`config.mk`:
```
export PLATFORM = sky130hd
export DESIGN_NAME = kf_mac
export DESIGN_NICKNAME = d
export VERILOG_FILES = /design/src/kf_pkg.sv /design/src/kf_mac.sv
export SDC_FILE = /design/constraint.sdc
export NUM_CORES = 2
export LEC_CHECK = 0
export BUFFER_PORTS_ARGS = -buffer_cell sky130_fd_sc_hd__buf_2
export CORE_ASPECT_RATIO = 2
export CORE_UTILIZATION = 50
export DETAILED_ROUTE_END_ITERATION = 12
export GPL_TIMING_DRIVEN = 0
export PLACE_DENSITY = 0.66
export SLEW_MARGIN = 10
export SYNTH_ARGS = -nofsm -noshare
export SYNTH_HDL_FRONTEND = slang
export SYNTH_SLANG_ARGS = --single-unit
export TNS_END_PERCENT = 5
```
`constraint.sdc`:
```
create_clock -name clk -period 19.9 [get_ports clk]
set_input_delay 3.98 -clock clk [delete_from_list [all_inputs] [get_ports clk]]
set_output_delay 3.98 -clock clk [all_outputs]
set_load 0.01 [all_outputs]
```
`src/kf_pkg.sv`:
```
// ----------------------------------------------------------------------------
// kf_pkg
// shared types, codes and the step program of the two-state kalman filter
// ----------------------------------------------------------------------------
package kf_pkg;

	localparam int COEF_FRAC = 12;

	// configuration register indexes
	localparam logic [2:0] REG_TRANS   = 3'd0;
	localparam logic [2:0] REG_HROW    = 3'd1;
	localparam logic [2:0] REG_RNOISE  = 3'd2;
	localparam logic [2:0] REG_QNOISEA = 3'd3;
	localparam logic [2:0] REG_QNOISEB = 3'd4;
	localparam logic [2:0] REG_XSTART  = 3'd5;
	localparam logic [2:0] REG_PSTARTA = 3'd6;
	localparam logic [2:0] REG_PSTARTB = 3'd7;

	localparam logic [1:0] STAT_OK      = 2'd0;
	localparam logic [1:0] STAT_NOT_POS = 2'd1;
	localparam logic [1:0] STAT_SAT     = 2'd2;

	localparam logic OP_RESTART = 1'b0;

	typedef enum logic [4:0] {
		OPD_ZERO, OPD_X0, OPD_X1, OPD_NX0, OPD_NX1,
		OPD_P00, OPD_P01, OPD_P10, OPD_P11,
		OPD_T00, OPD_T01, OPD_T10, OPD_T11,
		OPD_HP0, OPD_HP1, OPD_PH0, OPD_PH1,
		OPD_K0, OPD_K1, OPD_Y, OPD_S,
		OPD_A00, OPD_A01, OPD_A10, OPD_A11, OPD_H0, OPD_H1,
		OPD_Q00, OPD_Q01, OPD_Q11, OPD_Z, OPD_R
	} opnd_t;

	// clamp: clamp the shifted sum, add, clamp again
	// outer: add the unclamped shifted sum, then clamp
	// wide: add without any clamp (innovation variance)
	typedef enum logic [1:0] {
		MODE_CLAMP, MODE_OUTER, MODE_WIDE
	} mode_t;

	typedef enum logic [2:0] {
		K_MAC, K_COPYX, K_CHECK, K_DIV, K_DONE
	} kind_t;

	typedef struct packed {
		kind_t kind;
		opnd_t a0;
		opnd_t b0;
		opnd_t a1;
		opnd_t b1;
		logic  sh_f;
		mode_t mode;
		opnd_t add;
		logic  neg;
		opnd_t dst;
	} uop_t;

	typedef struct packed {
		logic  load;
		logic  add;
		logic  sh_f;
		mode_t mode;
		logic  neg;
	} mac_ctl_t;

	function automatic uop_t mac_u(opnd_t a0, opnd_t b0, opnd_t a1, opnd_t b1, logic sh_f,
			mode_t mode, opnd_t add, logic neg, opnd_t dst);
		uop_t u;
		u.kind = K_MAC;
		u.a0 = a0;
		u.b0 = b0;
		u.a1 = a1;
		u.b1 = b1;
		u.sh_f = sh_f;
		u.mode = mode;
		u.add = add;
		u.neg = neg;
		u.dst = dst;
		return u;
	endfunction

	function automatic uop_t ctl_u(kind_t kind, opnd_t a0, opnd_t dst);
		uop_t u;
		u = mac_u(a0, OPD_ZERO, OPD_ZERO, OPD_ZERO, 1'b0, MODE_CLAMP, OPD_ZERO, 1'b0, dst);
		u.kind = kind;
		return u;
	endfunction

	// measurement update program
	function automatic uop_t kf_uop(logic [4:0] idx);
		uop_t u;
		case (idx)
			// predict state into temporaries
			5'd0: u = mac_u(OPD_A00, OPD_X0, OPD_A01, OPD_X1, 1'b0, MODE_CLAMP, OPD_ZERO, 1'b0, OPD_NX0);
			5'd1: u = mac_u(OPD_A10, OPD_X0, OPD_A11, OPD_X1, 1'b0, MODE_CLAMP, OPD_ZERO, 1'b0, OPD_NX1);
			5'd2: u = ctl_u(K_COPYX, OPD_ZERO, OPD_ZERO);
			// t = a p
			5'd3: u = mac_u(OPD_A00, OPD_P00, OPD_A01, OPD_P10, 1'b0, MODE_CLAMP, OPD_ZERO, 1'b0, OPD_T00);
			5'd4: u = mac_u(OPD_A00, OPD_P01, OPD_A01, OPD_P11, 1'b0, MODE_CLAMP, OPD_ZERO, 1'b0, OPD_T01);
			5'd5: u = mac_u(OPD_A10, OPD_P00, OPD_A11, OPD_P10, 1'b0, MODE_CLAMP, OPD_ZERO, 1'b0, OPD_T10);
			5'd6: u = mac_u(OPD_A10, OPD_P01, OPD_A11, OPD_P11, 1'b0, MODE_CLAMP, OPD_ZERO, 1'b0, OPD_T11);
			// p = t a' + q
			5'd7: u = mac_u(OPD_T00, OPD_A00, OPD_T01, OPD_A01, 1'b0, MODE_CLAMP, OPD_Q00, 1'b0, OPD_P00);
			5'd8: u = mac_u(OPD_T00, OPD_A10, OPD_T01, OPD_A11, 1'b0, MODE_CLAMP, OPD_Q01, 1'b0, OPD_P01);
			5'd9: u = mac_u(OPD_T10, OPD_A00, OPD_T11, OPD_A01, 1'b0, MODE_CLAMP, OPD_Q01, 1'b0, OPD_P10);
			5'd10: u = mac_u(OPD_T10, OPD_A10, OPD_T11, OPD_A11, 1'b0, MODE_CLAMP, OPD_Q11, 1'b0, OPD_P11);
			// h p and p h'
			5'd11: u = mac_u(OPD_H0, OPD_P00, OPD_H1, OPD_P10, 1'b0, MODE_CLAMP, OPD_ZERO, 1'b0, OPD_HP0);
			5'd12: u = mac_u(OPD_H0, OPD_P01, OPD_H1, OPD_P11, 1'b0, MODE_CLAMP, OPD_ZERO, 1'b0, OPD_HP1);
			5'd13: u = mac_u(OPD_P00, OPD_H0, OPD_P01, OPD_H1, 1'b0, MODE_CLAMP, OPD_ZERO, 1'b0, OPD_PH0);
			5'd14: u = mac_u(OPD_P10, OPD_H0, OPD_P11, OPD_H1, 1'b0, MODE_CLAMP, OPD_ZERO, 1'b0, OPD_PH1);
			5'd15: u = mac_u(OPD_HP0, OPD_H0, OPD_HP1, OPD_H1, 1'b0, MODE_WIDE, OPD_R, 1'b0, OPD_S);
			5'd16: u = ctl_u(K_CHECK, OPD_ZERO, OPD_ZERO);
			5'd17: u = ctl_u(K_DIV, OPD_PH0, OPD_K0);
			5'd18: u = ctl_u(K_DIV, OPD_PH1, OPD_K1);
			// innovation
			5'd19: u = mac_u(OPD_H0, OPD_X0, OPD_H1, OPD_X1, 1'b0, MODE_CLAMP, OPD_Z, 1'b1, OPD_Y);
			// correction
			5'd20: u = mac_u(OPD_K0, OPD_Y, OPD_ZERO, OPD_ZERO, 1'b1, MODE_OUTER, OPD_X0, 1'b0, OPD_X0);
			5'd21: u = mac_u(OPD_K1, OPD_Y, OPD_ZERO, OPD_ZERO, 1'b1, MODE_OUTER, OPD_X1, 1'b0, OPD_X1);
			5'd22: u = mac_u(OPD_K0, OPD_HP0, OPD_ZERO, OPD_ZERO, 1'b1, MODE_OUTER, OPD_P00, 1'b1, OPD_P00);
			5'd23: u = mac_u(OPD_K0, OPD_HP1, OPD_ZERO, OPD_ZERO, 1'b1, MODE_OUTER, OPD_P01, 1'b1, OPD_P01);
			5'd24: u = mac_u(OPD_K1, OPD_HP0, OPD_ZERO, OPD_ZERO, 1'b1, MODE_OUTER, OPD_P10, 1'b1, OPD_P10);
			5'd25: u = mac_u(OPD_K1, OPD_HP1, OPD_ZERO, OPD_ZERO, 1'b1, MODE_OUTER, OPD_P11, 1'b1, OPD_P11);
			default: u = ctl_u(K_DONE, OPD_ZERO, OPD_ZERO);
		endcase
		return u;
	endfunction

endpackage

```
`src/kf_mac.sv`:
```
// ----------------------------------------------------------------------------
// kf_mac
// shared multiply-accumulate with rescaling shift, addend and clamping
// ----------------------------------------------------------------------------
module kf_mac import kf_pkg::*; #(
	parameter int FRAC_BITS = 16
) (
	input  logic               clk,
	input  mac_ctl_t           ctl,
	input  logic signed [31:0] opa,
	input  logic signed [31:0] opb,
	input  logic signed [32:0] addend,
	output logic signed [31:0] res,
	output logic        [39:0] res_wide,
	output logic               sat
);

	localparam logic signed [64:0] MAX_V = 65'sd2147483647;
	localparam logic signed [64:0] MIN_V = -65'sd2147483648;
	localparam logic signed [65:0] MAX_S = 66'sd2147483647;
	localparam logic signed [65:0] MIN_S = -66'sd2147483648;

	logic signed [63:0] prod_s1;
	logic signed [64:0] acc_q;
	logic signed [64:0] v;
	logic signed [64:0] w;
	logic signed [64:0] t;
	logic signed [65:0] sum;
	logic               in_hi, in_lo, out_hi, out_lo;

	always_ff @(posedge clk) begin
		prod_s1 <= opa * opb;
		if (ctl.load) begin
			acc_q <= 65'(prod_s1);
		end else if (ctl.add) begin
			acc_q <= acc_q + 65'(prod_s1);
		end
	end

	always_comb begin
		v = ctl.sh_f ? (acc_q >>> FRAC_BITS) : (acc_q >>> COEF_FRAC);
		in_hi = v > MAX_V;
		in_lo = v < MIN_V;
		w = v;
		if (ctl.mode == MODE_CLAMP) begin
			if (in_hi) w = MAX_V;
			else if (in_lo) w = MIN_V;
		end
		t = ctl.neg ? -w : w;
		sum = 66'(addend) + 66'(t);
		out_hi = sum > MAX_S;
		out_lo = sum < MIN_S;
		if (out_hi) res = 32'sh7FFFFFFF;
		else if (out_lo) res = 32'sh80000000;
		else res = sum[31:0];
		res_wide = sum[39:0];
		sat = ((ctl.mode == MODE_CLAMP) && (in_hi || in_lo))
			|| ((ctl.mode != MODE_WIDE) && (out_hi || out_lo));
	end

endmodule

```
==> flow_summary.toml <==
[clocking]
numCtsBuffers = 17
worstSkewPairLatency_ns = 0.46
htreeDepth = 4
cts.path.max_buffers = 2
cts.clk_slew.worst_paths_ns = 0.06
cts-root-buf = "clkbuf_16"
cts.sinks = 129
cts_tree = "yes"

[drt]
vias = 44024
dr.pass1.iters = 6
wl_per_cell_um = 26.30
wl_um = 198600
top_layer_used = "met5"
drt_iter0_markers = 2811
wl_met3_um = 13340
viasPerCell = 5.829
ant_nets = 0
wl_met2_um = 99880
met1Wirelength_um = 58910
drcViolationCount = 0

[global_routing]
antenna_found_initial = 18
grt_pass1_wl_um = 291400
grt-ovfl-total = 0
grt_max_degree = 39
grt_pass1_vias = 47256
grt_usage = 0.3912

[worst_setup_path]
end_kind = "output pin"
critical-path-max-stage-delay_ns = 0.72
crit_buf_inv = 15
cp_common_cell = "buf_2"
critPathLaunchType = "input pin"
crit_path_max_fanout = 19
r2r_slack_ns = 15.23
crit_type = "in2out"
cp_slowest_cell = "o41a_1"
path_delay_family = "buffers and inverters"
required_ns = 15.92
cp.arrival_ns = 15.64

[synthesis]
ys_ff_latch = 129
syn-num-nets = 7504
syn_area_mm2 = 0.05117
yosysSeqAreaShare = 0.06318
synth_commonest_cells = "1241 x inv_1, 1084 x fa_1, 1028 x nand2_1, 315 x ha_1, 253 x and2_1"
yosysTopAreaCell = "fa_1"
synth_cells = 6001
yosysWarnings = 0
yosysMostFrequentCell = "inv_1"
synth_top_flop_cell = "edfxtp_1"
synth_edf_count = 65
postSynth.asyncResetShare = 0
synth.area.top_cells = "fa_1 42%, inv_1 9.1%, ha_1 7.7%"
synth.top_cell.area_share = 0.4241
syn_area_per_cell_um2 = 8.527
synth_cell_types = 104

[die]
die_y_um = 454.4
start_util = 0.5058
io_pins = 177
dieArea_mm2 = 0.1037
rows = 165
core_mm2 = 0.1012
fp.dieW_um = 228.2

[outcome]
violations = "max-capacitance violations, max-slew violations"
status = "finished, violations left"

[timing]
grt_setup_unrepaired = "no"
min_period_ns = 19.62
hold_viol = 0
worst_clock_skew_ns = 0.008307
whs_ns = 0.5471
fin_crit_sh = 0.9858
setup_viol = 0
max_freq_mhz = 50.97
maxSlewViolCount = 11
worstMarginPinSlew_ns = 1.508
slew_headroom = -0.005160

[placed_design]
dpl.hpwl_um = 168200
gp_congestion = 1.081
numPortBuffers = 175

[job]
drv_cap = 1

[finish]
final_nets = 7697
syn_to_final_growth_pct = 6.345
drive_gt1_frac = 0.05768

[min_path]
hold_path_class = "reg2reg"
-- metal layers --
| layer | track usage | vias to the layer above |
|---|---|---|
| li1 | - | 18986 |
| met5 | 0 | - |
| met3 | 0.07352 | 1011 |
| met1 | 0.3539 | 21887 |
| met4 | 0.4258 | 10 |
| met2 | 0.7003 | 2130 |
-- tightest hold or removal path, delay by kind of cell, from the launching register on --
kind,cells,cell delay [ns]
flops,1,0.33
compound gates,1,0.06
simple gates,1,0.05
-- sequential cells by signal (all words and copies together) (netlist names) --
signal / cells
acc_q: 65
prod_s1: 64
-- through the flow --
stage | cell area (um^2) | setup slack, ns | util | TNS, ns | cells
detailed placement | 53750 | -2.299 | 0.5313 | -75.19 | 7513
CTS | 54350 | 0.01801 | 0.5373 | 0 | 7545
finish | 54420 | 0.2821 | 0.5379 | 0 | 7552
global placement | 53720 | -2.941 | 0.5310 | -101.70 | 7512
floorplan | 51170 | 2.881 | - | 0 | 6001
global route | 54410 | 0.03225 | 0.5378 | 0 | 7548
-- cells in the final DEF (no fill, tap or decap), types with 113 or more instances in the layout --
cell	n
xnor2_1	129
a21oi_1	231
nand2_1	1028
inv_1	1240
o21ai_0	214
clkbuf_1	244
ha_1	315
buf_2	193
fa_1	1084
and2_1	253
a21o_1	113
nor2_1	155
-- worst paths after layout --
| check | end | cells past startpoint | from |
|---|---|---|---|
| worst min register to register | acc_q[40]$_DFFE_PP_ | 2 | prod_s1[40]$_DFF_P_ |
| worst max register to register | acc_q[63]$_DFFE_PP_ | 14 | acc_q[10]$_DFFE_PP_ |
| worst max-delay path | res[17] | 37 | ctl[3] |
| worst min-delay path | acc_q[40]$_DFFE_PP_ | 2 | prod_s1[40]$_DFF_P_ |
-- cell families (layout without fill, tap and decap cells) --
| kind of cell | count (synthesis) | in the layout | synth area share |
|---|---|---|---|
| AO/OA/AOI/OAI | 874 | 874 | 0.1104 |
| XOR/XNOR | 198 | 198 | 0.03404 |
| adder cells (fa/ha/maj) | 1399 | 1399 | 0.5011 |
| buffers and inverters | 1531 | 1737 | 0.1147 |
| flip-flops | 129 | 129 | 0.06318 |
| multiplexers | 60 | 60 | 0.01227 |
| other | 0 | 9 | 0 |
| AND/OR/NAND/NOR | 1810 | 1810 | 0.1643 |
-- layout make-up --
cell class / count / area, um^2
antenna: 9 / 22.52
buffer: 285 / 1201
clock buffer: 17 / 425.4
clock inverter: 15 / 123.9
fill: 9780 / 46740
inverter: 1242 / 4662
multi-input combinational: 4341 / 42150
sequential: 129 / 3233
tap: 1336 / 1672
timing repair buffer: 178 / 923.4
-- repair_timing --
action,4_1_cts,5_1_grt
buffers inserted,2,0
resized for setup,8,9
hold buffers,0,0
setup endpoints to repair,39,32
Power is left out: the tool's default activity adds up to more than one toggle a clock period on the data nets, which glitch-free logic cannot reach.
