$ cat src/kf_div.sv
// ----------------------------------------------------------------------------
// kf_div
// bit-serial restoring divider for the gain, one quotient bit a cycle
// ----------------------------------------------------------------------------
module kf_div #(
	parameter int FRAC_BITS = 16
) (
	input  logic               clk,
	input  logic               arst_n,
	input  logic               start,
	input  logic signed [31:0] num,
	input  logic        [39:0] den,
	output logic               done,
	output logic signed [31:0] quot,
	output logic               sat
);

	localparam int NB = 32 + FRAC_BITS;
	localparam int CW = $clog2(NB + 1);
	localparam logic [NB-1:0] QMAX_POS = NB'(33'h07FFFFFFF);
	localparam logic [NB-1:0] QMAX_NEG = NB'(33'h080000000);

	logic          busy_q;
	logic          done_q;
	logic [CW-1:0] cnt_q;
	logic [NB-1:0] dvd_q;
	logic [NB-1:0] quo_q;
	logic [39:0]   rem_q;
	logic [39:0]   den_q;
	logic          neg_q;
	logic [32:0]   mag;
	logic [40:0]   trial;
	logic          ge;
	logic          over;

	assign mag = num[31] ? -33'(num) : 33'(num);
	assign trial = {rem_q, dvd_q[NB-1]};
	assign ge = trial >= {1'b0, den_q};

	always_ff @(posedge clk or negedge arst_n) begin
		if (!arst_n) begin
			busy_q <= 1'b0;
			done_q <= 1'b0;
			cnt_q <= '0;
		end else begin
			done_q <= 1'b0;
			if (start) begin
				busy_q <= 1'b1;
				cnt_q <= CW'(NB);
			end else if (busy_q) begin
				cnt_q <= cnt_q - 1'b1;
				if (cnt_q == CW'(1)) begin
					busy_q <= 1'b0;
					done_q <= 1'b1;
				end
			end
		end
	end

	always_ff @(posedge clk) begin
		if (start) begin
			dvd_q <= {mag[31:0], {FRAC_BITS{1'b0}}};
			quo_q <= '0;
			rem_q <= '0;
			den_q <= den;
			neg_q <= num[31];
		end else if (busy_q) begin
			rem_q <= ge ? 40'(trial - {1'b0, den_q}) : trial[39:0];
			dvd_q <= dvd_q << 1;
			quo_q <= {quo_q[NB-2:0], ge};
		end
	end

	always_comb begin
		over = neg_q ? (quo_q > QMAX_NEG) : (quo_q > QMAX_POS);
		if (neg_q) quot = over ? 32'sh80000000 : -$signed(quo_q[31:0]);
		else quot = over ? 32'sh7FFFFFFF : $signed(quo_q[31:0]);
	end

	assign done = done_q;
	assign sat = over;

endmodule

$ cat config.mk
export PLATFORM = sky130hd
export DESIGN_NAME = kf_div
export DESIGN_NICKNAME = d
export VERILOG_FILES = /design/src/kf_div.sv
export SDC_FILE = /design/constraint.sdc
export NUM_CORES = 1
export LEC_CHECK = 0
export ABC_CLOCK_PERIOD_IN_PS = 6600
export BUFFER_PORTS_ARGS = -buffer_cell sky130_fd_sc_hd__buf_4
export CELL_PAD_IN_SITES_DETAIL_PLACEMENT = 0
export CELL_PAD_IN_SITES_GLOBAL_PLACEMENT = 2
export CORE_MARGIN = 4
export CORE_UTILIZATION = 41
export CTS_BUF_LIST = sky130_fd_sc_hd__clkbuf_8
export CTS_CLUSTER_DIAMETER = 200
export CTS_CLUSTER_SIZE = 20
export DETAILED_ROUTE_END_ITERATION = 10
export PLACE_DENSITY = 0.9
export SLEW_MARGIN = 25
export SYNTH_ARGS = -nofsm -noshare
export SYNTH_HDL_FRONTEND = slang
export SYNTH_SLANG_ARGS = --single-unit
$ cat constraint.sdc
create_clock -name clk -period 6.6 [get_ports clk]
set_input_delay 1.32 -clock clk [delete_from_list [all_inputs] [get_ports clk]]
set_output_delay 1.32 -clock clk [all_outputs]
set_load 0.01 [all_outputs]
==> results.sh, run 1 <==
export IMPL_synth_common_cells="nor2_1 (163), dfxtp_1 (88), a21oi_1 (82), nand2_1 (81), edfxtp_1 (73)"
export IMPL_hold_viol_final=0
export IMPL_ys_async_sr_fraction_pct=4.73
export IMPL_synth_most_common_cell="nor2_1"
export IMPL_drt_total_wl_um=26200
export IMPL_finish_instance_area_sq_um=12000
export IMPL_cts_root_buf="clkbuf_8"
export IMPL_path_clk_slew_ns=0.11
export IMPL_p_leak_nw=5.42
export IMPL_status="complete, no violations"
export IMPL_critical_path_arrival_ns=3.64
export IMPL_netlist_top_cells_area="edfxtp_1 (21%), dfxtp_1 (17%), mux2i_1 (6.7%)"
export IMPL_ant_nets=0
export IMPL_num_vias=9027
export IMPL_grt_ovfl_total=0
export IMPL_htree_levels=4
export IMPL_gp_congestion=0.854
export IMPL_drive_gt1_share_pct=13.0
export IMPL_relSlewSlack_pct=36.3
export IMPL_use_met3_pct=4.53
export IMPL_syn_num_nets=1329
export IMPL_tritoncts="done"
export IMPL_place_area_sq_um=11700
export IMPL_final_nets=1395
export IMPL_fin_setup_tns_ns=0
export IMPL_post_cts_buffers=0
export IMPL_worst_clock_skew_ns=0.0173
export IMPL_postSynthCellCount=1209
export IMPL_fin_total_pwr_mw=2.21
export IMPL_dp_slack_ns=2.16
export IMPL_pwr_density_cell_nw_per_um2=184
export IMPL_worst_slack_ns=1.64
export IMPL_antenna_found_initial=0
export IMPL_p_sw_uw=613
export IMPL_grtUsageTotal_pct=18.4
export IMPL_die_y_um=169
export IMPL_syn_mean_instance_area_sq_um=8.77
export IMPL_start_util_pct=41.9
export IMPL_port_buffers=108
export IMPL_fmax_mhz=202
export IMPL_clock_latency_ns=0.48
export IMPL_dr_pass1_iters=5
export IMPL_synth_top_cell_by_area="edfxtp_1"
export IMPL_area_delta_synth_final_pct=13.6
export IMPL_drtIter0Drc=603
export IMPL_clock_path_buffers=2
export IMPL_grt_pass1_wl_um=43500
export IMPL_synth_edf_count=73
export IMPL_die_area_sq_um=28500
export IMPL_ios=109
export IMPL_seqPwrFrac_pct=53.0
export IMPL_setup_viol=0
export IMPL_rsz0062_at_grt="false"
export IMPL_ctsHoldBuffers=0
export IMPL_end_kind="primary output"
export IMPL_crit_fanout=14
export IMPL_clock_sinks=169
export IMPL_cp_start_kind="register"
export IMPL_gr_usage_met1_pct=27.5
export IMPL_hp_class="register to register"
export IMPL_crit_required_ns=5.28
export IMPL_synth_cell_types=77
export IMPL_p_comb_share_pct=12.8
export IMPL_synth_ff_latch_count=169
export IMPL_netlist_area_leader_share_pct=20.7
export IMPL_seq_area_frac_synth_pct=39.2
export IMPL_drv_cap=0
export IMPL_p_int_mw=1.60
export IMPL_fp_row_count=58
export IMPL_drcViolationCount=0
export IMPL_crit_type="register to primary output"
export IMPL_synth_warnings=0
export IMPL_dp_hpwl_um=18500
export IMPL_clockPowerShare_pct=34.1
export IMPL_core_sq_um=25300
export IMPL_switching_share_pct=27.7
export IMPL_synth_ff_type="dfxtp_1"
export IMPL_top_usage_layer="met1"
export IMPL_maxSlewViolCount=0
export IMPL_n_antenna_cell=0
export IMPL_numPlacedInstances=1586
export IMPL_post_cts_resized=0
export IMPL_viasPerCell=5.58
export IMPL_final_min_clock_period_ns=4.96
export IMPL_irDropWorstVdd_uv=112
export IMPL_tightestPinTransition_ns=0.948
export IMPL_post_drt_wl_per_cell_um=16.2
export IMPL_instances_no_fill=1618
export IMPL_cts_buffers=17
export IMPL_grt_met2_usage_pct=27.1
export IMPL_grt_pass1_vias=8504
export IMPL_grt_max_degree=82
export IMPL_die_x_um=169
export IMPL_period_share_pct=75.1
export IMPL_syn_cell_area_sq_um=10600
final timing paths:
check	start	to	slack [ns]	cells after the start
setup / recovery	quo_q[15]	quot[15]	1.64	9
hold / removal	rem_q[26]	rem_q[26]	0.49	2
setup reg to reg	den_q[3]	rem_q[20]	2.59	11
hold reg to reg	rem_q[26]	rem_q[26]	0.49	2
max in group asynchronous	arst_n	busy_q	5.79	1
min in group asynchronous	arst_n	cnt_q[0]	0.65	1
kinds of logic after synthesis:
logic type	Yosys count	share of synthesized area, %
flip-flops	169	39.2
multiplexers	72	6.81
AND/OR/NAND/NOR	405	18.7
XOR/XNOR	63	5.20
AO/OA/AOI/OAI	317	19.8
adder cells (fa/ha/maj)	45	5.38
buffers and inverters	138	4.92
power by group through the flow:
stage | sequential (mW) | combinational (mW) | clock (mW)
after floorplan | 1.19 | 0.190 | 0
after global placement | 1.20 | 0.282 | 0
after detailed placement | 1.20 | 0.283 | 0
after CTS | 1.17 | 0.285 | 0.784
after global routing | 1.18 | 0.320 | 0.828
final | 1.17 | 0.284 | 0.755
flip-flops by register name, indices dropped and copies added (netlist names):
register	flops
quo_q	48
den_q	40
rem_q	40
dvd_q	32
cnt_q	6
busy_q	1
done	1
neg_q	1
cell usage in the layout (no fill, tap or decap), drive strengths merged, types with 9 or more instances in the layout:
master / synthesis / layout
a31oi: 12 / 12
a211oi: 27 / 27
buf: 8 / 116
or4: 12 / 12
xnor2: 18 / 18
nand4: 12 / 12
xor2: 45 / 45
o311ai: 15 / 15
nor2: 163 / 163
ha: 44 / 44
nor3: 22 / 22
mux2i: 71 / 71
nor4: 17 / 17
nor2b: 14 / 14
o31ai: 17 / 17
edfxtp: 73 / 73
nand4b: 11 / 11
a21o: 23 / 23
dfxtp: 88 / 88
nand2: 81 / 81
o21ai: 55 / 55
o21a: 10 / 10
o22ai: 9 / 9
nand3: 17 / 17
inv: 69 / 77
o211ai: 14 / 14
a21oi: 82 / 82
or3: 16 / 16
clkbuf: 61 / 19
nand2b: 10 / 10
worst max-delay path: stages, from the launching register on:
cell and delay (ns):
dfxtp_1 0.40, or4_1 0.60, nor4_1 0.29, and4bb_4 0.31, and3_1 0.22, a41oi_2 0.15
inv_2 0.20, nand2_1 0.35, o311ai_1 0.46, buf_4 0.20
routing by layer:
metal / part of all wire, % / up-vias / routed length (um)
met4: 0.84 / 0 / 221
li1: - / 4552 / -
met1: 51 / 4244 / 13300
met2: 42 / 215 / 11100
met3: 5.8 / 16 / 1500
met5: 0 / - / 0
per-stage QoR:
stage / hold slack [ns] / util (%)
2_1_floorplan: 0.452 / -
3_3_place_gp: 0.473 / 46.0
3_5_place_dp: 0.478 / 46.0
6_report: 0.495 / 47.6
4_1_cts: 0.497 / 47.6
5_1_grt: 0.525 / 47.6
layout make-up:
cell class | instances | area [sq um]
clock buffers | 19 | 262
clock inverters | 13 | 131
fillers | 2503 | 13300
inverters | 69 | 259
multi-input cells | 902 | 5950
flip-flops and latches | 169 | 4160
well taps | 330 | 413
repair buffers | 116 | 875
(Power assumes the default switching activity.)
==> inputs of run 2 (changes only) <==
ABC_CLOCK_PERIOD_IN_PS = 4019   (was 6600)
CORE_UTILIZATION = 34   (was 41)
PLACE_DENSITY = 0.8   (was 0.9)
clock period = 4.02 ns   (was 6.6 ns; I/O delays follow)
==> run 2 against run 1 <==
Against the previous run:
- largest cell class unchanged
- the flow now finishes with violations (negative setup slack)
- non-clock buffer count grew 28
- critical endpoint is now quot[31]
- highest routed layer is now met5
- register-to-register slack lost 2.0 ns
- critical path type unchanged
- first-iteration DRC count grew 9.3%
==> results.sh, run 2 (synthesis results as in run 1) <==
export IMPL_failed_checks="negative setup slack"
export IMPL_drtIter0Drc=659
export IMPL_largest_register="quo_q"
export IMPL_hp_class="input port to async pin"
export IMPL_final_cell_mix="nor2_1 (162), buf_4 (130), dfxtp_1 (87)"
export IMPL_ios=109
export IMPL_ant_nets=0
export IMPL_tritoncts="done"
export IMPL_place_area_sq_um=11900
export IMPL_worst_slack_ns=-0.138
export IMPL_cts_buffers=17
export IMPL_dp_hpwl_um=20000
export IMPL_hold_viol_final=0
export IMPL_grt_pass1_wl_um=45800
export IMPL_clock_latency_ns=0.48
export IMPL_worst_clock_skew_ns=0.0164
export IMPL_crit_fanout=4
export IMPL_fin_total_pwr_mw=3.62
export IMPL_drive_gt1_share_pct=17.4
export IMPL_crit_required_ns=3.22
export IMPL_p_comb_share_pct=13.2
export IMPL_gp_congestion=0.829
export IMPL_drcViolationCount=0
export IMPL_crit_type="register to primary output"
export IMPL_cp_slowest_stage_delay_ns=0.44
export IMPL_final_nets=1423
export IMPL_p_sw_mw=1.01
export IMPL_irDropWorstVdd_uv=187
export IMPL_drt_total_wl_um=28000
export IMPL_path_clk_slew_ns=0.10
export IMPL_p_int_mw=2.61
export IMPL_grt_max_degree=79
export IMPL_antenna_found_initial=1
export IMPL_die_x_um=185
export IMPL_cp_start_kind="register"
export IMPL_port_buffers=108
export IMPL_dr_pass1_iters=4
export IMPL_fin_setup_tns_ns=-0.310
export IMPL_grtUsageTotal_pct=16.4
export IMPL_critical_path_arrival_ns=3.35
export IMPL_viasPerCell=5.26
export IMPL_die_y_um=185
export IMPL_fmax_mhz=240
export IMPL_area_delta_synth_final_pct=19.5
export IMPL_relSlewSlack_pct=36.2
export IMPL_clock_path_buffers=2
export IMPL_clock_sinks=169
export IMPL_setup_viol=3
export IMPL_grt_pass1_vias=8811
export IMPL_fp_row_count=64
export IMPL_top_regs="quo_q x48, den_q x40, rem_q x40"
export IMPL_post_drt_wl_per_cell_um=16.4
export IMPL_clockPowerShare_pct=33.5
export IMPL_switching_share_pct=27.9
export IMPL_rsz0062_at_grt="true"
export IMPL_tightestPinTransition_ns=0.956
export IMPL_grt_ovfl_total=0
export IMPL_crit_top_cell="or3_4"
export IMPL_final_min_clock_period_ns=4.16
export IMPL_num_vias=9004
export IMPL_critPathSlowestCell="or4_4"
export IMPL_status="complete, but fails checks"
export IMPL_maxSlewViolCount=0
export IMPL_final_common_cell="nor2_1"
export IMPL_period_share_pct=103
export IMPL_finish_instance_area_sq_um=12700
export IMPL_core_sq_um=30700
export IMPL_path_cells="or3_4 -> or4_4 -> or4_4 -> or3_4 -> or3_4 -> nor3b_2 -> xor2_1 -> a21boi_1 -> buf_4"
export IMPL_p_leak_nw=5.66
export IMPL_cts_root_buf="clkbuf_8"
export IMPL_n_antenna_cell=0
export IMPL_seqPwrFrac_pct=53.3
export IMPL_largest_reg_flops=48
export IMPL_end_kind="primary output"
export IMPL_htree_levels=4
export IMPL_pwr_density_cell_nw_per_um2=286
export IMPL_drv_cap=0
export IMPL_start_util_pct=34.6
export IMPL_die_area_sq_um=34100
-- run 2: changes by cell type in the layout (fill, tap and decap cells not counted), moves of 5 or more --
cell,change
o21ai_0,-6
o311ai_1,-6
buf_4,+15
o311ai_2,+5
buf_6,+9
-- run 2: cell type report --
cell class | count | area (sq um)
inverters | 69 | 259
flip-flops and latches | 169 | 4160
multi-input cells | 902 | 6210
well taps | 396 | 495
clock inverters | 14 | 134
clock buffers | 18 | 248
repair buffers | 144 | 1170
fillers | 3092 | 18000
-- run 2: stage by stage --
| step | std cells | util (%) | setup slack (ns) | hold slack, ns |
|---|---|---|---|---|
| floorplan | 1209 | - | 0.320 | 0.452 |
| global placement | 1667 | 38.7 | 0.183 | 0.474 |
| detailed placement | 1667 | 38.7 | 0.187 | 0.478 |
| CTS | 1708 | 40.4 | -0.292 | 0.0859 |
| global route | 1712 | 41.3 | -0.285 | 0.0870 |
| finish | 1712 | 41.3 | -0.138 | 0.124 |
-- run 2: worst max-delay path, delay by kind of cell (launching register included) --
kind,cells,cell delay (ns)
AND/OR/NAND/NOR,6,2.16
XOR/XNOR,1,0.16
buffers and inverters,1,0.14
flip-flops,1,0.33
AO/OA/AOI/OAI,1,0.08
-- run 2: layer usage --
metal / wire length, um / part of all wire (%) / vias up / GRT usage, %
li1: - / - / 4596 / -
met1: 14000 / 50 / 4225 / 23.5
met2: 12100 / 43 / 156 / 24.9
met3: 1480 / 5.3 / 25 / 4.18
met4: 369 / 1.3 / 2 / 4.17
met5: 13 / 0.046 / - / 0
-- run 2: power groups by stage --
stage               Sequential [mW]  Combinational (mW)  Clock, mW
floorplan                      1.95               0.312          0
global placement               1.97               0.469          0
detailed placement             1.97               0.472          0
CTS                            1.93               0.477       1.27
global route                   1.94               0.541       1.34
finish                         1.93               0.479       1.21
-- run 2: timing repair --
item,in CTS,in global routing
setup buffers,8,5
setup endpoints to repair,28,31
resized for setup,19,49
cloned,1,1
pin swaps,8,13
hold buffers,0,0
-- run 2: path summary, 6_finish.rpt --
check,start,to,slack (ns),cells past startpoint
setup reg to reg,den_q[3],rem_q[20],0.63,12
hold / removal,arst_n,done,0.12,1
max in group asynchronous,arst_n,busy_q,3.73,1
setup / recovery,quo_q[9],quot[31],-0.14,9
hold reg to reg,rem_q[26],rem_q[26],0.49,2
min in group clk,rem_q[26],rem_q[26],0.49,2
==> inputs of run 3 (changes only) <==
PLACE_DENSITY = default   (was 0.8)
PLACE_DENSITY_LB_ADDON = 0.1   (was default)
==> run 3 against run 2 <==
Against the previous run:
- the run still ends with negative setup slack left
- non-clock buffer count up 10
- power up 0.30%
- via count up 1.3%
- die area unchanged
- global-route usage up 0.48 points
- wire length up 3.9%
- maximum frequency down 2.6%
- sequential share of layout area down 0.53 points
- clock power about the same
- design area up 1.7%
- clock skew up 0.0025 ns
- sequential cell count unchanged
==> results.sh, run 3 (synthesis results as in run 1) <==
export IMPL_core_sq_um=30700
export IMPL_hold_viol_final=0
export IMPL_rsz0062_at_grt="true"
export IMPL_grt_ovfl_total=0
export IMPL_end_kind="primary output"
export IMPL_crit_type="register to primary output"
export IMPL_largest_reg_flops=48
export IMPL_drv_cap=0
export IMPL_die_x_um=185
export IMPL_n_antenna_cell=0
export IMPL_irDropWorstVdd_uv=190
export IMPL_grtUsageTotal_pct=16.9
export IMPL_antenna_found_initial=0
export IMPL_crit_required_ns=3.22
export IMPL_timing_rr_start="den_q[3]"
export IMPL_gp_congestion=0.803
export IMPL_final_nets=1434
export IMPL_fin_total_pwr_mw=3.63
export IMPL_status="complete, but fails checks"
export IMPL_num_vias=9120
export IMPL_tritoncts="done"
export IMPL_setup_viol=29
export IMPL_failed_checks="negative setup slack"
export IMPL_maxSlewViolCount=0
export IMPL_ios=109
export IMPL_cts_root_buf="clkbuf_8"
export IMPL_start_util_pct=34.6
export IMPL_finish_instance_area_sq_um=12900
export IMPL_pwr_density_cell_nw_per_um2=282
export IMPL_crit_fanout=4
export IMPL_grt_pass1_vias=8744
export IMPL_dr_pass1_iters=5
export IMPL_tightestPinTransition_ns=0.917
export IMPL_worst_clock_skew_ns=0.0189
export IMPL_grt_pass1_wl_um=46700
export IMPL_drt_total_wl_um=29100
export IMPL_critical_path_arrival_ns=3.47
export IMPL_drive_gt1_share_pct=18.8
export IMPL_fmax_mhz=234
export IMPL_final_min_clock_period_ns=4.27
export IMPL_cts_buffers=17
export IMPL_clock_path_buffers=2
export IMPL_ant_nets=0
export IMPL_p_leak_nw=5.75
export IMPL_die_y_um=185
export IMPL_clock_latency_ns=0.48
export IMPL_die_area_sq_um=34100
export IMPL_top_regs="quo_q x48, den_q x40, rem_q x40"
export IMPL_hp_class="input port to async pin"
export IMPL_relSlewSlack_pct=38.8
export IMPL_htree_levels=4
export IMPL_path_clk_slew_ns=0.10
export IMPL_drcViolationCount=0
export IMPL_cp_start_kind="register"
export IMPL_final_common_cell="nor2_1"
export IMPL_final_cell_mix="nor2_1 (159), buf_4 (141), dfxtp_1 (86)"
export IMPL_r2r_end="rem_q[20]"
export IMPL_viasPerCell=5.29
export IMPL_dp_slack_ns=0.170
export IMPL_port_buffers=108
export IMPL_dp_hpwl_um=20500
export IMPL_final_util_pct=42.0
export IMPL_grt_max_degree=70
export IMPL_worst_slack_ns=-0.249
export IMPL_post_drt_wl_per_cell_um=16.9
export IMPL_r2r_setup_slack_ns=0.61
export IMPL_drtIter0Drc=448
export IMPL_clock_sinks=169
export IMPL_rr_worst_depth=12
export IMPL_period_share_pct=106
export IMPL_fp_row_count=64
export IMPL_place_area_sq_um=11900
export IMPL_largest_register="quo_q"
export IMPL_area_delta_synth_final_pct=21.5
## run 3: stage by stage
step	hold WS (ns)	TNS, ns	instances
after floorplan	0.452	0	1209
after global placement	0.476	0	1670
after detailed placement	0.481	0	1670
after CTS	0.0795	-5.72	1715
after global routing	0.0777	-8.37	1723
final	0.130	-4.40	1723
## run 3: what timing repair did
item	CTS	global route
gates resized for setup	32	50
setup buffers	12	6
setup endpoints to repair	26	30
cloned	1	2
hold buffers	0	0
pin swaps	9	5
## run 3: per-layer routing
| layer | vias to the layer above | routed length [um] | share of wire [%] | track usage (%) |
|---|---|---|---|---|
| met4 | 0 | 323 | 1.1 | 4.14 |
| li1 | 4639 | - | - | - |
| met2 | 190 | 12500 | 43 | 25.2 |
| met5 | - | 0 | 0 | 0 |
| met1 | 4271 | 15000 | 51 | 25.1 |
| met3 | 20 | 1320 | 4.5 | 3.47 |
## run 3: final cells by class
type / instances / area (sq um)
fillers: 3152 / 17800
multi-input cells: 903 / 6330
flip-flops and latches: 169 / 4160
repair buffers: 154 / 1270
well taps: 396 / 495
inverters: 69 / 259
clock buffers: 18 / 248
clock inverters: 14 / 123
## run 3: worst max-delay path by stage
stage / cells past startpoint / startpoint / slack [ns] / to
2_1_floorplan: 8 / quo_q[9] / 0.32 / quot[31]
3_3_place_gp: 9 / quo_q[9] / 0.18 / quot[29]
3_5_place_dp: 9 / quo_q[9] / 0.17 / quot[29]
4_1_cts: 9 / quo_q[9] / -0.32 / quot[29]
5_1_grt: 9 / quo_q[9] / -0.41 / quot[31]
6_report: 9 / quo_q[9] / -0.25 / quot[29]
## run 3: power by group
part	switching, mW	internal [mW]
registers	0.0380	1.89
clock network	0.694	0.514
logic	0.289	0.209
## run 3: critical path, cell delays in order, from the launching register on
cell and delay (ns):
dfxtp_1 0.32, or3_4 0.38, or4_4 0.45, or4_4 0.55, or3_4 0.35, or3_4 0.38, nor3_4 0.13, mux2i_1 0.19
o22ai_1 0.09, buf_4 0.16
